[src/p4212_pkg.sv]
`timescale 1ns / 1ps
`default_nettype none
// ----------------------------------------------------------------------------
// P4212 asymmetric unit reduction: shared types and constants
// Widths of the index and phase fields, the per-stage pipeline record and
// the operator codes used by the settling stages.
// ----------------------------------------------------------------------------
package p4212_pkg;

  // Width of the index fields at the ports.
  localparam int IDX_W = 8;
  // Internal index width: one bit of headroom so that -128 can be negated.
  localparam int W = IDX_W + 1;
  // Width of the phase offset field.
  localparam int OFF_W = 19;
  // Number of unrolled settling iterations, one per pipeline stage.
  localparam int NUM_ITER = 8;
  // Running sum of (h + k) over k-flips; at most NUM_ITER terms of 2^W each.
  localparam int SUM_W = W + $clog2(NUM_ITER) + 1;
  // Pass counter value at which the triple is settled.
  localparam logic [1:0] PASS_DONE = 2'd2;

  // Operator applied by one settling iteration.
  typedef enum logic [1:0] {
    OP_KFLIP,
    OP_SWAPNEG,
    OP_SWAP,
    OP_SETTLE
  } op_t;

  // Working state of one item as it moves through the pipeline.
  typedef struct packed {
    logic signed [W-1:0]     h;
    logic signed [W-1:0]     k;
    logic signed [W-1:0]     l;
    logic                    neg;
    logic signed [SUM_W-1:0] sum;
    logic [1:0]              pass;
  } stage_t;

endpackage
`default_nettype wire

[src/p4212_asymmetric_unit_reduce_core.sv]
`timescale 1ns / 1ps
`default_nettype none
// ----------------------------------------------------------------------------
// P4212 asymmetric unit reduction core
// Maps a reflection index triple into the P4212 asymmetric unit and reports
// the phase sign, the unreduced phase offset and the special-phase flags.
// ----------------------------------------------------------------------------
// Pipeline: input conjugation stage, eight settling stages, output stage;
// done is registered alongside the output stage.
// Throughput: one item per cycle; busy is held low, each settling iteration
// has a pipeline stage of its own.
// Reset: rst clears the valid bits of every stage and the done strobe.
// The receiver cannot stall, so the pipeline never holds.
module p4212_asymmetric_unit_reduce_core (
  input  wire logic                               clk,
  input  wire logic                               rst,
  input  wire logic                               start,
  output logic                                    busy,
  input  wire logic signed [p4212_pkg::IDX_W-1:0] h_in,
  input  wire logic signed [p4212_pkg::IDX_W-1:0] k_in,
  input  wire logic signed [p4212_pkg::IDX_W-1:0] l_in,
  output logic                                    done,
  output logic signed [p4212_pkg::IDX_W-1:0]      h_out,
  output logic signed [p4212_pkg::IDX_W-1:0]      k_out,
  output logic signed [p4212_pkg::IDX_W-1:0]      l_out,
  output logic                                    phase_negate,
  output logic signed [p4212_pkg::OFF_W-1:0]      phase_offset,
  output logic                                    is_special,
  output logic                                    is_imaginary
);
  import p4212_pkg::*;

  // Negate all three indices and flip the phase sign.
  function automatic stage_t conjugate(input stage_t s);
    stage_t t;
    t     = s;
    t.h   = -s.h;
    t.k   = -s.k;
    t.l   = -s.l;
    t.neg = !s.neg;
    return t;
  endfunction

  // One settling iteration: classify, apply one operator, count passes.
  function automatic stage_t iter_step(input stage_t s);
    stage_t              t;
    logic signed [W-1:0] ak;
    logic [2:0]          cls;
    op_t                 op;
    t   = s;
    ak  = s.k[W-1] ? -s.k : s.k;
    cls = {(s.h < ak), !s.l[W-1], !s.k[W-1]};
    unique case (cls) inside
      3'b111:         op = OP_SETTLE;
      3'b011:         op = OP_SWAP;
      3'b001, 3'b101: op = OP_SWAPNEG;
      default:        op = OP_KFLIP;
    endcase
    if (s.pass != PASS_DONE) begin
      unique case (op)
        OP_KFLIP: begin
          // New k is -k, so the offset term h' + k' is h - k.
          t.k   = -s.k;
          t.neg = !s.neg;
          t.sum = s.sum + SUM_W'(s.h) - SUM_W'(s.k);
        end
        OP_SWAPNEG: begin
          t.h = s.k;
          t.k = s.h;
          t.l = -s.l;
        end
        OP_SWAP: begin
          t.h   = s.k;
          t.k   = s.h;
          t.neg = !s.neg;
        end
        default: begin
        end
      endcase
      // A swap or a settled class closes one pass.
      if (op == OP_SWAP || op == OP_SETTLE) begin
        if (t.h == '0 && t.k[W-1]) begin
          t = conjugate(t);
        end
        t.pass = t.pass + 2'd1;
      end
    end
    return t;
  endfunction

  stage_t              in_rec;
  stage_t              stg [NUM_ITER+1];
  logic [NUM_ITER:0]   vld;
  logic                accept;
  stage_t              fin;
  logic signed [W:0]   hk_sum;
  logic signed [OFF_W-1:0] sum_ext;

  // The pipeline never stalls, so an item is taken whenever start is high.
  assign busy   = 1'b0;
  assign accept = start && !busy;

  // Input record with conjugate symmetry applied where needed.
  always_comb begin
    in_rec.h    = W'(h_in);
    in_rec.k    = W'(k_in);
    in_rec.l    = W'(l_in);
    in_rec.neg  = 1'b0;
    in_rec.sum  = '0;
    in_rec.pass = '0;
    if (h_in < 0 || (h_in == 0 && k_in < 0) || (h_in == 0 && k_in == 0 && l_in < 0)) begin
      in_rec = conjugate(in_rec);
    end
  end

  // Valid bits travel alongside the stage records.
  always_ff @(posedge clk) begin
    if (rst) begin
      vld  <= '0;
      done <= 1'b0;
    end else begin
      vld  <= {vld[NUM_ITER-1:0], accept};
      done <= vld[NUM_ITER];
    end
  end

  // Stage records: conjugation stage, then one settling iteration per stage.
  always_ff @(posedge clk) begin
    stg[0] <= in_rec;
    for (int i = 0; i < NUM_ITER; i++) begin
      stg[i+1] <= iter_step(stg[i]);
    end
  end

  // Final stage: special-phase flags and offset scaling by 180.
  assign fin     = stg[NUM_ITER];
  assign hk_sum  = (W+1)'(fin.h) + (W+1)'(fin.k);
  assign sum_ext = OFF_W'(fin.sum);

  always_ff @(posedge clk) begin
    h_out        <= fin.h[IDX_W-1:0];
    k_out        <= fin.k[IDX_W-1:0];
    l_out        <= fin.l[IDX_W-1:0];
    phase_negate <= fin.neg;
    // 180 = 128 + 32 + 16 + 4; the field wraps like the unreduced offset.
    phase_offset <= (sum_ext <<< 7) + (sum_ext <<< 5) + (sum_ext <<< 4) + (sum_ext <<< 2);
    if (fin.h == '0 || fin.k == '0) begin
      is_special   <= 1'b1;
      is_imaginary <= (hk_sum > 0) && hk_sum[0];
    end else begin
      is_special   <= (fin.l == '0) || (fin.h == fin.k);
      is_imaginary <= 1'b0;
    end
  end

  // Every item has finished both passes by the last settling stage.
  a_settled: assert property (@(posedge clk) disable iff (rst)
    vld[NUM_ITER] |-> (stg[NUM_ITER].pass == PASS_DONE))
    else $error("item left the settling stages unsettled");

  // A settled triple lies in the unit: h, k, l non-negative and h <= k.
  a_in_unit: assert property (@(posedge clk) disable iff (rst)
    vld[NUM_ITER] |-> (!stg[NUM_ITER].h[W-1] && !stg[NUM_ITER].k[W-1] &&
                       !stg[NUM_ITER].l[W-1] && (stg[NUM_ITER].h <= stg[NUM_ITER].k)))
    else $error("settled triple outside the asymmetric unit");

  // An imaginary phase is only ever reported for a special reflection.
  a_imag_special: assert property (@(posedge clk) disable iff (rst)
    (done && is_imaginary) |-> is_special)
    else $error("imaginary flag without special flag");

endmodule
`default_nettype wire

[config.mk]
export PLATFORM = sky130hd
export DESIGN_NAME = p4212_asymmetric_unit_reduce_core
export DESIGN_NICKNAME = d
export VERILOG_FILES = /design/src/p4212_pkg.sv /design/src/p4212_asymmetric_unit_reduce_core.sv
export SDC_FILE = /design/constraint.sdc
export NUM_CORES = 1
export LEC_CHECK = 0
export ABC_AREA = 1
export BUFFER_PORTS_ARGS = -buffer_cell sky130_fd_sc_hd__clkbuf_2
export CAP_MARGIN = 30
export CORE_ASPECT_RATIO = 1.2
export CORE_MARGIN = 8
export CORE_UTILIZATION = 50
export DETAILED_ROUTE_END_ITERATION = 6
export GPL_TIMING_DRIVEN = 1
export MAX_ROUTING_LAYER = met4
export PLACE_DENSITY = 0.63
export SLEW_MARGIN = 20
export SYNTH_ARGS = -nofsm -noshare
export SYNTH_HDL_FRONTEND = slang
export SYNTH_SLANG_ARGS = --single-unit
[constraint.sdc]
create_clock -name clk -period 6.6 [get_ports clk]
set_clock_uncertainty 0.05 [all_clocks]
set_input_delay 0.33 -clock clk [delete_from_list [all_inputs] [get_ports clk]]
set_output_delay 0.33 -clock clk [all_outputs]
set_load 0.05 [all_outputs]
==> results of run 1 <==
==> Yosys cell counts, drive strengths merged (2+ instances only) <==
library cell and count:
inv 832, nand2 823, o21ai 520, dfxtp 423, a21oi 262, ha 253, nor2 251, nand3 208
xor2 173, fa 107, xnor2 70, nor3 69, clkbuf 65, nand4 56, buf 42, o21a 27
o31ai 25, a31oi 21, nor4 18, or2 18, o22ai 16, a22oi 15, o211ai 14, nor3b 11
o221ai 7, o21bai 6, clkinv 4, a21o 3, a211oi 2, a21boi 2, a221o 2, nand3b 2
o2111ai 2
==> sequential cells by signal (all words and copies together), names as in the netlist <==
signal / cells
stg: 369
phase_offset: 17
vld: 9
h_out: 8
k_out: 8
l_out: 8
done: 1
is_imaginary: 1
is_special: 1
phase_negate: 1
==> layout by cell type, fill, tap and decap left out, types with 4 or more instances in the layout <==
cell type / instances
inv_1: 818
nand2_1: 815
o21ai_0: 498
dfxtp_1: 423
a21oi_1: 260
ha_1: 253
nor2_1: 244
nand3_1: 203
xor2_1: 173
fa_1: 107
clkbuf_2: 71
xnor2_1: 70
nor3_1: 69
nand4_1: 54
clkbuf_16: 51
buf_4: 28
o21a_1: 27
dlygate4sd3_1: 27
o31ai_1: 25
o21ai_1: 22
a31oi_1: 21
nor4_1: 18
o22ai_1: 16
or2_2: 15
a22oi_1: 14
inv_2: 14
o211ai_1: 14
nor3b_1: 11
clkbuf_8: 11
bufinv_16: 11
nor2_2: 7
o221ai_1: 7
nand2_2: 6
o21bai_1: 6
clkbuf_1: 5
clkinv_1: 4
==> cell families (layout without fill, tap and decap cells) <==
family,after synthesis,count (layout)
and+or+nand+nor,1456,1456
buffers and inverters,943,1050
AOI/OAI and AO/OA,928,928
DFF,423,423
adders and majority gates,360,360
xor gates and xnor gates,243,243
other,1,3
==> path summary, 6_finish.rpt <==
path                       start                  end  slack [ns]  cells past startpoint
max          stg[0][155]$_DFF_P_  stg[0][199]$_DFF_P_        0.98                     31
min          stg[0][367]$_DFF_P_     l_out[7]$_DFF_P_        0.30                      0
max reg2reg  stg[0][155]$_DFF_P_  stg[0][199]$_DFF_P_        0.98                     31
min reg2reg  stg[0][367]$_DFF_P_     l_out[7]$_DFF_P_        0.30                      0
==> repair_timing <==
action / in CTS / in global routing
endpoints found under the hold margin: 36 / 0
gates resized for setup: 0 / 0
hold buffers: 27 / 0
==> stage by stage <==
| step | worst slack [ns] | util |
|---|---|---|
| final | 0.981 | 0.558 |
| after global placement | 1.07 | 0.523 |
| after detailed placement | 1.01 | 0.523 |
| after CTS | 0.987 | 0.558 |
| after global routing | 0.309 | 0.558 |
| after floorplan | 1.78 | - |
==> area by class of cell <==
class / instances / share of cell area
Clock buffer: 67 / 0.0426
Tap cell: 808 / 0.0298
Inverter: 836 / 0.0925
Sequential cell: 423 / 0.250
Timing Repair Buffer: 126 / 0.0246
Clock inverter: 21 / 0.0119
Multi-Input combinational cell: 2990 / 0.549
==> per-layer routing <==
| metal | vias to the layer above | track usage | wire [µm] | share of wire |
|---|---|---|---|---|
| li1 | 14100 | - | - | - |
| met1 | 12400 | 0.221 | 29900 | 0.37 |
| met2 | 597 | 0.466 | 44400 | 0.54 |
| met3 | 278 | 0.0279 | 2680 | 0.033 |
| met4 | 0 | 0.134 | 4990 | 0.061 |
| met5 | - | - | 0 | 0 |
==> worst max-delay path: cells and delay by family, from the launching register on <==
family          cells  cell delay (ns)
buf+inv             5             0.57
fa+ha+maj           5             1.67
compound gates      4             0.51
simple gates       16             2.12
flops               1             0.33
xor+xnor            1             0.22
==> out/qor.csv, run 1 <==
metric,value,unit
timing.final.crit_share,0.851,
wl_per_cell,15.5,µm
synth_flop_cell,dfxtp_1,
grt_pass1_vias,27300,
synth_fa_ha_area_frac,0.173,
viasPerCell,5.21,
crit_arrival,6.05,ns
placed_area,0.0318,mm²
crit_fanout,27,
synth_seq_cells,423,
synth_cell_type_count,52,
cp-end-kind,register,
grtUsageTotal,0.238,
die_h,288,µm
tightest_slew,0.812,ns
relSlewSlack,0.458,
io_buffers,71,
syn_area,0.0307,mm²
synthSimpleGateAreaFrac,0.201,
synth_area_leader_cell,dfxtp_1,
synth_edf_count,0,
num_vias,27400,
hold_violations,0,
synthMuxAreaShare,0,
rsz0062_at_grt,false,
gp_congestion,0.971,
crit_slowest_cell,ha_1,
maxSlewViolCount,0,
max_stage_delay,0.72,ns
avgSynthCellArea,7.05,µm²
tns,0,ns
numCtsBuffers,49,
cts.sinks,423,
cts_setup_buffers,0,
cts_tree,yes,
async_flop_share,0,
antenna_found_initial,0,
hold_path.class,register to register,
required,7.03,ns
diodes,0,
yosysSeqAreaShare,0.276,
die-area,0.0696,mm²
yosysWarnings,0,
clk_latency,0.59,ns
drive_gt1_frac,0.0531,
drt_iter0_markers,1241,
totalWireLength,82.0,mm
yosys-top-cells-area,"dfxtp_1 28%, ha_1 10%, inv_1 10%",
syn_to_final_growth,10.5,%
cts_root_buf,clkbuf_16,
fp.coreArea,0.0608,mm²
ios,75,
drc,0,
first_pass_iters,5,
period_minus_slack,5.62,ns
grt_max_degree,41,
max_clock_freq,178,MHz
dp.cells,5156,
grt_first_pass_wirelength,133,mm
cts_buffer_depth,3,
initial_core_util,0.505,
num-nets-final,4813,
worst-setup-path-type,register to register,
synthCells,4354,
num_rows,99,
regArea,0.00847,mm²
outcome,finished clean,
fin_area,0.0339,mm²
dieWidth,242,µm
synth-compound-area-share,0.163,
hpwl,66.3,mm
grt_overflow_total,0,
synth_top_family_by_area,simple AND/OR/NAND/NOR gates,
clkTransAtPathRegs,0.06,ns
whs,0.301,ns
multiInputGateArea,0.0186,mm²
start_kind,register,
cap_violations,0,
htree_levels,2,
synthXorXnorAreaFrac,0.0693,
yosysTopAreaCellShare,0.276,
antenna_left,0,
setup_viol,0,
final_cells,5271,
cp_common_cell,nand2_1,
fill_cells,5941,
Power of run 1 is left out: the tool's default activity adds up to more than one toggle a clock period on the data nets, which glitch-free logic cannot reach.
==> inputs of run 2 (changes only) <==
ABC_AREA = default   (was 1)
==> out/qor.csv, run 2 <==
metric,value,unit,change
synth_flop_cell,dfxtp_1,,
crit_arrival,6.31,ns,+0.26 ns
synth_common_cells,"466 x inv_1, 423 x dfxtp_1, 345 x nand2_1",,
io_buffers,71,,unchanged
crit_fanout,11,,-59%
r2r_slack,0.76,ns,-0.22 ns
yosysTopAreaCellShare,0.281,,+0.00511
avgSynthCellArea,8.17,µm²,+16%
num-nets-final,4111,,-15%
syn_area,0.0302,mm²,-1.8%
worst-setup-path-type,register to register,,
synth_seq_cells,423,,unchanged
maxSlewViolCount,0,,unchanged
period_minus_slack,5.84,ns,+0.216 ns
htree_levels,2,,unchanged
outcome,finished clean,,
crit_slowest_cell,or4b_2,,
min_from,stg[0][359]$_DFF_P_,,
dieWidth,240,µm,-0.85%
cts_setup_buffers,0,,unchanged
cp_top_family,simple AND/OR/NAND/NOR gates,,
relSlewSlack,0.407,,-0.0516
hpwl,59.2,mm,-11%
cp-end-kind,register,,
num_vias,25000,,-8.8%
async_flop_share,0,,unchanged
yosysMostFrequentCell,inv_1,,
first_pass_iters,5,,unchanged
wl_per_cell,16.5,µm,+6.0%
top_regs,"stg (369), phase_offset (17), vld (9)",,
fin_area,0.0332,mm²,-2.3%
num_rows,98,,-1.0%
clk_latency,0.61,ns,+0.02 ns
yosysWarnings,0,,unchanged
cts_root_buf,clkbuf_16,,
fp.coreArea,0.0596,mm²,-2.0%
cts_tree,yes,,
totalWireLength,75.2,mm,-8.2%
tightest_slew,0.890,ns,+0.0782 ns
setup_viol,0,,unchanged
ios,75,,unchanged
antenna_found_initial,0,,unchanged
drt_iter0_markers,1093,,-12%
yosys-top-cells-area,"dfxtp_1 28%, ha_1 10%, fa_1 7.1%",,
required,7.08,ns,+0.05 ns
cts.sinks,423,,unchanged
max_stage_delay,0.59,ns,-0.13 ns
hold_violations,0,,unchanged
die-area,0.0685,mm²,-1.7%
drc,0,,unchanged
antenna_left,0,,unchanged
layout_common_cells,"466 x inv_1, 423 x dfxtp_1, 345 x nand2_1",,
largest_register_ffs,369,,unchanged
placed_area,0.0312,mm²,-2.0%
start_kind,register,,
clkTransAtPathRegs,0.06,ns,about the same
critical_path_buf_inv_count,4,,-1
hold_path.class,register to register,,
synth_cell_type_count,87,,+67%
grt_max_degree,38,,-7.3%
synth_edf_count,0,,unchanged
grt_pass1_vias,24400,,-10%
max_clock_freq,171,MHz,-3.7%
rsz0062_at_grt,false,,
startpoint,stg[0][112]$_DFF_P_,,
timing.final.crit_share,0.884,,+0.0328
fill_cells,5645,,-5.0%
largest-register,stg,,
viasPerCell,5.48,,+5.3%
tns,0,ns,unchanged
grt_first_pass_wirelength,123,mm,-7.8%
grtUsageTotal,0.222,,-0.0156
rr_startpoint,stg[0][112]$_DFF_P_,,
final_common_cell,inv_1,,
synthCells,3689,,-15%
grt_overflow_total,0,,unchanged
die_h,285,µm,-0.86%
drive_gt1_frac,0.0678,,+0.0147
synth_area_leader_cell,dfxtp_1,,
numCtsBuffers,48,,-2.0%
cts_buffer_depth,3,,unchanged
gp_congestion,0.908,,-6.5%
yosysSeqAreaShare,0.281,,+0.00511
cap_violations,0,,unchanged
initial_core_util,0.506,,+0.00102
worstPathCellList,"inv_1, ha_1, or3b_2, or3_1, nor3_1, ha_1, inv_1, ha_1, or4b_2, a211oi_1, inv_1, ha_1, inv_1, o41ai_1, nand3_1, nor2_1, nand2_1, a21oi_1, o22a_1",,
syn_to_final_growth,9.95,%,
## run 2: cell families after synthesis
group / Yosys count / share of synthesized area
compound gates: 831 / 0.176
xor+xnor: 303 / 0.0880
fa+ha+maj: 360 / 0.176
flops: 423 / 0.281
mux: 93 / 0.0324
other cells: 1 / 0.000124
buf+inv: 612 / 0.0772
simple gates: 1066 / 0.169
## run 2: final cells by class
cell class,instances,area (µm²),area share
diodes,1,2.50,0.0000755
clock buffers,61,1330,0.0402
clock inverters,28,374,0.0113
inverters,469,1760,0.0531
multi-input cells,2656,19400,0.585
flip-flops and latches,423,8470,0.255
well taps,800,1000,0.0302
repair buffers,126,838,0.0253
## run 2: worst paths after layout
| check | to | depth (start not counted) |
|---|---|---|
| setup / recovery | stg[0][168]$_DFF_P_ | 19 |
| hold / removal | phase_negate$_DFF_P_ | 0 |
| setup reg to reg | stg[0][168]$_DFF_P_ | 19 |
| hold reg to reg | phase_negate$_DFF_P_ | 0 |
## run 2: routing by layer
layer,global-route usage,share of wire,up-vias
met2,0.414,0.53,479
met5,-,0,-
met3,0.0237,0.031,214
met1,0.235,0.39,11700
li1,-,-,12600
met4,0.0917,0.043,0
## run 2: timing repair
item / 4_1_cts / 5_1_grt
hold buffers: 28 / 0
endpoints found under the hold margin: 36 / 0
gates resized for setup: 0 / 0
## run 2: through the flow
step / cells / util / setup slack, ns / hold WS [ns]
floorplan: 3691 / - / 1.19 / 0.260
global placement: 4446 / 0.523 / 0.899 / 0.287
detailed placement: 4446 / 0.523 / 0.795 / 0.289
CTS: 4563 / 0.556 / 0.749 / 0.302
global route: 4563 / 0.556 / 0.478 / 0.305
finish: 4564 / 0.556 / 0.765 / 0.296
Power of run 2 is left out for the same reason.
